[src/design/cpc_pkg.sv]
package cpc_pkg;

  localparam int NUM_PATHS        = 4;
  localparam int SCORE_WIDTH      = 32;
  localparam int BUFFER_DEPTH_DEF = 4096;
  localparam int LANE_W           = $clog2(NUM_PATHS);
  localparam int KW               = 3;
  localparam int AF_W             = 32;
  localparam int WC_W             = 13;
  localparam int CFG_W            = 32;
  localparam int DIV_W            = 36;
  localparam int DVS_W            = 33;
  localparam int EV_SHIFT         = 16;
  localparam int CMB_SHIFT        = 48;

  localparam logic [KW-1:0]   DEF_PATH_COUNT = 3'd3;
  localparam logic [AF_W-1:0] DEF_ALPHA      = 32'd4294967;
  localparam logic [WC_W-1:0] DEF_WINDOW     = 13'd4096;

  // Configuration register indexes
  localparam logic [1:0] CFG_PATH_COUNT = 2'd0;
  localparam logic [1:0] CFG_ALPHA      = 2'd1;
  localparam logic [1:0] CFG_WINDOW     = 2'd2;

  typedef enum logic [1:0] {
    KIND_OBSERVE = 2'd0,
    KIND_BONF    = 2'd1,
    KIND_EVALUE  = 2'd2,
    KIND_NONE    = 2'd3
  } kind_t;

  typedef enum logic [3:0] {
    S_RSTART,
    S_RWAIT,
    S_IDLE,
    S_OBS,
    S_SCAN,
    S_BMUL,
    S_BCMP,
    S_EDIV,
    S_EWAIT,
    S_EMUL,
    S_ECMP
  } state_t;

  typedef struct packed {
    logic              en;
    logic [LANE_W-1:0] lane;
  } mem_wr_t;

  // Order-preserving unsigned key of a signed score
  function automatic logic [SCORE_WIDTH-1:0] score_key(input logic [SCORE_WIDTH-1:0] s);
    score_key = s ^ {1'b1, {(SCORE_WIDTH-1){1'b0}}};
  endfunction

endpackage

[src/design/cpc_divider.sv]
module cpc_divider (
  input  logic                        clk,
  input  logic                        rst_n,
  input  logic                        start,
  input  logic [cpc_pkg::DIV_W-1:0]   dividend,
  input  logic [cpc_pkg::DVS_W-1:0]   divisor,
  output logic                        done,
  output logic [cpc_pkg::DIV_W-1:0]   quotient
);

  localparam int CW = $clog2(cpc_pkg::DIV_W + 1);

  logic [cpc_pkg::DVS_W-1:0] rem_r, rem_nxt;
  logic [cpc_pkg::DIV_W-1:0] quo_r, quo_nxt;
  logic [cpc_pkg::DVS_W-1:0] dvs_r;
  logic [CW-1:0]             cnt_r;
  logic                      done_r;
  logic [cpc_pkg::DVS_W:0]   trial;

  // One restoring step: shift in the next dividend bit, subtract if it fits
  always_comb begin
    trial = {rem_r, quo_r[cpc_pkg::DIV_W-1]};
    if (trial >= {1'b0, dvs_r}) begin
      rem_nxt = cpc_pkg::DVS_W'(trial - {1'b0, dvs_r});
      quo_nxt = {quo_r[cpc_pkg::DIV_W-2:0], 1'b1};
    end else begin
      rem_nxt = trial[cpc_pkg::DVS_W-1:0];
      quo_nxt = {quo_r[cpc_pkg::DIV_W-2:0], 1'b0};
    end
  end

  // Load on start, otherwise step until the count runs out
  always_ff @(posedge clk) begin
    if (!rst_n) begin
      cnt_r  <= '0;
      done_r <= 1'b0;
    end else if (start) begin
      cnt_r  <= CW'(cpc_pkg::DIV_W);
      done_r <= 1'b0;
    end else if (cnt_r != '0) begin
      cnt_r  <= cnt_r - CW'(1);
      done_r <= (cnt_r == CW'(1));
    end else begin
      done_r <= 1'b0;
    end
  end

  always_ff @(posedge clk) begin
    if (start) begin
      rem_r <= '0;
      quo_r <= dividend;
      dvs_r <= divisor;
    end else if (cnt_r != '0) begin
      rem_r <= rem_nxt;
      quo_r <= quo_nxt;
    end
  end

  assign done     = done_r;
  assign quotient = quo_r;

endmodule

[config.mk]
export PLATFORM = sky130hd
export DESIGN_NAME = cpc_divider
export DESIGN_NICKNAME = d
export VERILOG_FILES = /design/src/design/cpc_pkg.sv /design/src/design/cpc_divider.sv
export SDC_FILE = /design/constraint.sdc
export NUM_CORES = 1
export LEC_CHECK = 0
export ABC_AREA = 0
export BUFFER_PORTS_ARGS = -buffer_cell sky130_fd_sc_hd__buf_2
export CORE_MARGIN = 1
export CORE_UTILIZATION = 35
export DETAILED_ROUTE_END_ITERATION = 8
export SETUP_SLACK_MARGIN = 0.2
export SLEW_MARGIN = 10
export SYNTH_ARGS = -nofsm -noshare
export SYNTH_HDL_FRONTEND = slang
export SYNTH_SLANG_ARGS = --single-unit
[constraint.sdc]
create_clock -name clk -period 2.9 [get_ports clk]
set_clock_uncertainty 0.05 [all_clocks]
set_input_delay 0.29 -clock clk [delete_from_list [all_inputs] [get_ports clk]]
set_output_delay 0.29 -clock clk [all_outputs]
set_load 0.01 [all_outputs]
==> metrics.txt <==
status=finished, final reports clean; Seq/Total Area, Yosys=45.8%; Core Rows=48; flop2flop setup slack=110 ps; flops & latches, synth=109; share of cells above drive strength 1=32.1%; Main synth FF type=edfxtp_1; min Tclk post-route=2790 ps; pin count of the biggest net entering global routing=57; detailed-route DRC error count=0; Final Cycle Share=96.0%; Synth Instances=616; Placer Congestion=0.818; hold_buf cts=0; clk sinks=109; Avg Inst Size Synth=10.2 µm²; Crit. Startpoint=dvs_r[0]$_DFFE_PP_; Clk Latency, worst-skew pair=370 ps; async set-reset flop share out of synthesis=0%; initial antenna violation count=0; Fillers=1,705; # IOs=109; Worst slew margin=67.9%; DR pass1 iterations=4; Worst-path clk slew=80 ps; cell chain of the critical path=ha_2, inv_2, fa_2, a21oi_2, nand4b_1, a21oi_2, o211ai_2, a31o_4, o31a_1, buf_6, and2_1, a31oi_1, a21oi_1; Hold Fails Final Rpt=0; Finished Core Util=44.7%; area occupied by registers=0.00287 mm²; area of the multi-input gates=0.00323 mm²; Ys Warns=0; P per Cell Area=963 mW/mm²; Detailed Route Iter0 Violations=259; Area growth syn-to-layout=24.1%; die width=136 µm; CP most frequent cell=a21oi_2; cell taking the most area after synthesis=edfxtp_1; CTS tree=done; hpwl dp=10.5 mm; leakage=3.28 nW; Max Freq=359 MHz; Crit Path Max Fanout=14; Hold EP=dvs_r[1]$_DFFE_PP_; Post-synth EDFFs=69; Worst Setup Start Kind=flop; total CTS buffers=9; fin nets=861; Routed WL=14.5 mm; Worst R2R Path Depth=13; share of Yosys cell area claimed by the top area cell type=33.0%; Met3 Wirelength=738 µm; Synthesized Nets=725; final setup violating endpoints=0; Hold Crit Class=input pin to flop; Worst Hold Depth=1; clk buf depth=2; WL met2=6.69 mm; Initial Utilization=36.0%; Cell Count, Final, Fillers Out=982; Vias per Instance=5.08; Inst Count DP=953; most common cell after layout, fill and taps aside=buf_2; GRT Total Usage=16.5%; Post-Syn Area=0.00627 mm²; CP Capture Type=flop; Root Buffer=clkbuf_16; Worst-Margin Slew=482 ps; Antenna Nets Post-Route=0; Slew Limit Fails=0; highest routed layer=met4; number of H-tree levels=3; Hold Path Origin=divisor[1]; worst vdd ir=408 µV; Port Buffers=108; GRT overflow=0; Data arrival, critical path=2980 ps; number of global-route vias before repair=4,893; CP Class=flop to flop; reg2reg start=dvs_r[0]$_DFFE_PP_; CP peak stage delay=380 ps; DRT met1 WL=6.91 mm; first-pass GRT wire length=23.8 mm; routed via count=4,989; Routed wire per std cell=14.8 µm; most frequent cells in the layout=buf_2, nand2_1, edfxtp_1; Cell variety after synth=64; RSZ-0062 raised after global routing=yes; Die Y=136 µm; slowest CP cell=edfxtp_1; Worst Path Required=3100 ps; largest cells by area after synthesis=edfxtp_1, dfxtp_1, ha_1, mux2_2, nand2_1; die area=0.0185 mm²; Hold WS=35.7 ps; Inserted Diodes=0; core area=0.0174 mm²; r2r endpoint=rem_r[27]$_SDFFE_PP0N_; Max-Cap Viols=0
-- how the worst max path moves through the flow --
| stage | endpoint | slack, ps | cells past startpoint |
|---|---|---|---|
| global placement | rem_r[24]$_SDFFE_PP0N_ | 70 | 13 |
| floorplan | rem_r[32]$_SDFFE_PP0N_ | 180 | 13 |
| CTS | rem_r[24]$_SDFFE_PP0N_ | 130 | 14 |
| global route | rem_r[30]$_SDFFE_PP0N_ | -120 | 12 |
| detailed placement | rem_r[27]$_SDFFE_PP0N_ | 7 | 13 |
| finish | rem_r[27]$_SDFFE_PP0N_ | 110 | 13 |
-- power breakdown --
group,switching [W],total [W],internal [W]
sequential,0.000256,0.00231,0.00205
clock,0.000683,0.00131,0.000629
combinational,0.00208,0.00388,0.00180
total,0.00302,0.00750,0.00448
-- critical path: cells and delay by family, from the launching register on --
family / cells / cell delay (ps)
AO/OA/AOI/OAI: 7 / 1220
adder cells (fa/ha/maj): 2 / 410
AND/OR/NAND/NOR: 2 / 360
buffers and inverters: 2 / 230
flip-flops: 1 / 380
-- what timing repair did --
item / 4_1_cts / 5_1_grt
resized for setup: 10 / 20
pin swaps: 11 / 9
gates cloned: 0 / 2
setup buffers: 6 / 5
endpoints found under the setup margin: 33 / 34
-- cells by family after synthesis --
kind of cell    count (synthesis)  share of synthesized area (%)
xor+xnor                       29                           4.05
mux                            40                           7.10
fa+ha+maj                      37                           7.50
compound gates                139                           17.0
simple gates                  194                           14.0
buf+inv                        68                           4.55
flops                         109                           45.8
-- cell type report --
cell class	instances	area share [%]
multi-input cells	439	41.5
flip-flops and latches	109	36.9
repair buffers	150	11.8
well taps	225	3.62
clock buffers	9	2.89
inverters	43	2.07
clock inverters	7	1.27
-- stage by stage --
step	setup slack, ps	instance area [µm²]	power, W	setup TNS [ps]
finish	115	7780	0.00750	0
global route	-119	7780	0.00805	-1660
CTS	134	7640	0.00728	0
detailed placement	6.84	7220	0.00582	0
global placement	67.5	7220	0.00581	0
floorplan	181	6290	0.00489	0
-- cell usage after synthesis, types with 5 or more instances --
cell / n
o21ai_1: 5
inv_1: 42
nor2_1: 61
a311oi_1: 16
nand2_1: 77
dfxtp_1: 40
o21bai_1: 5
o211ai_1: 7
a21o_1: 9
nand2b_1: 8
edfxtp_1: 69
clkbuf_1: 14
xor2_1: 7
nand3_1: 7
a31oi_1: 7
a21oi_1: 35
a311oi_2: 9
o21a_1: 6
nor3_1: 9
buf_2: 6
nand4_1: 5
mux2_2: 36
xnor2_1: 22
ha_1: 36
o21ai_0: 13
-- sequential cells by signal, summed over array words and instances (netlist names) --
name,cells
quotient,36
dvs_r,33
cnt_r,6
done,1
rem_r,33
-- routing by layer --
layer / up-vias / global-route usage, %
li1: 2515 / -
met1: 2359 / 21.1
met2: 102 / 27.0
met3: 13 / 4.21
met4: 0 / 5.74
met5: - / 0
Power figures use the tool's default switching activity.
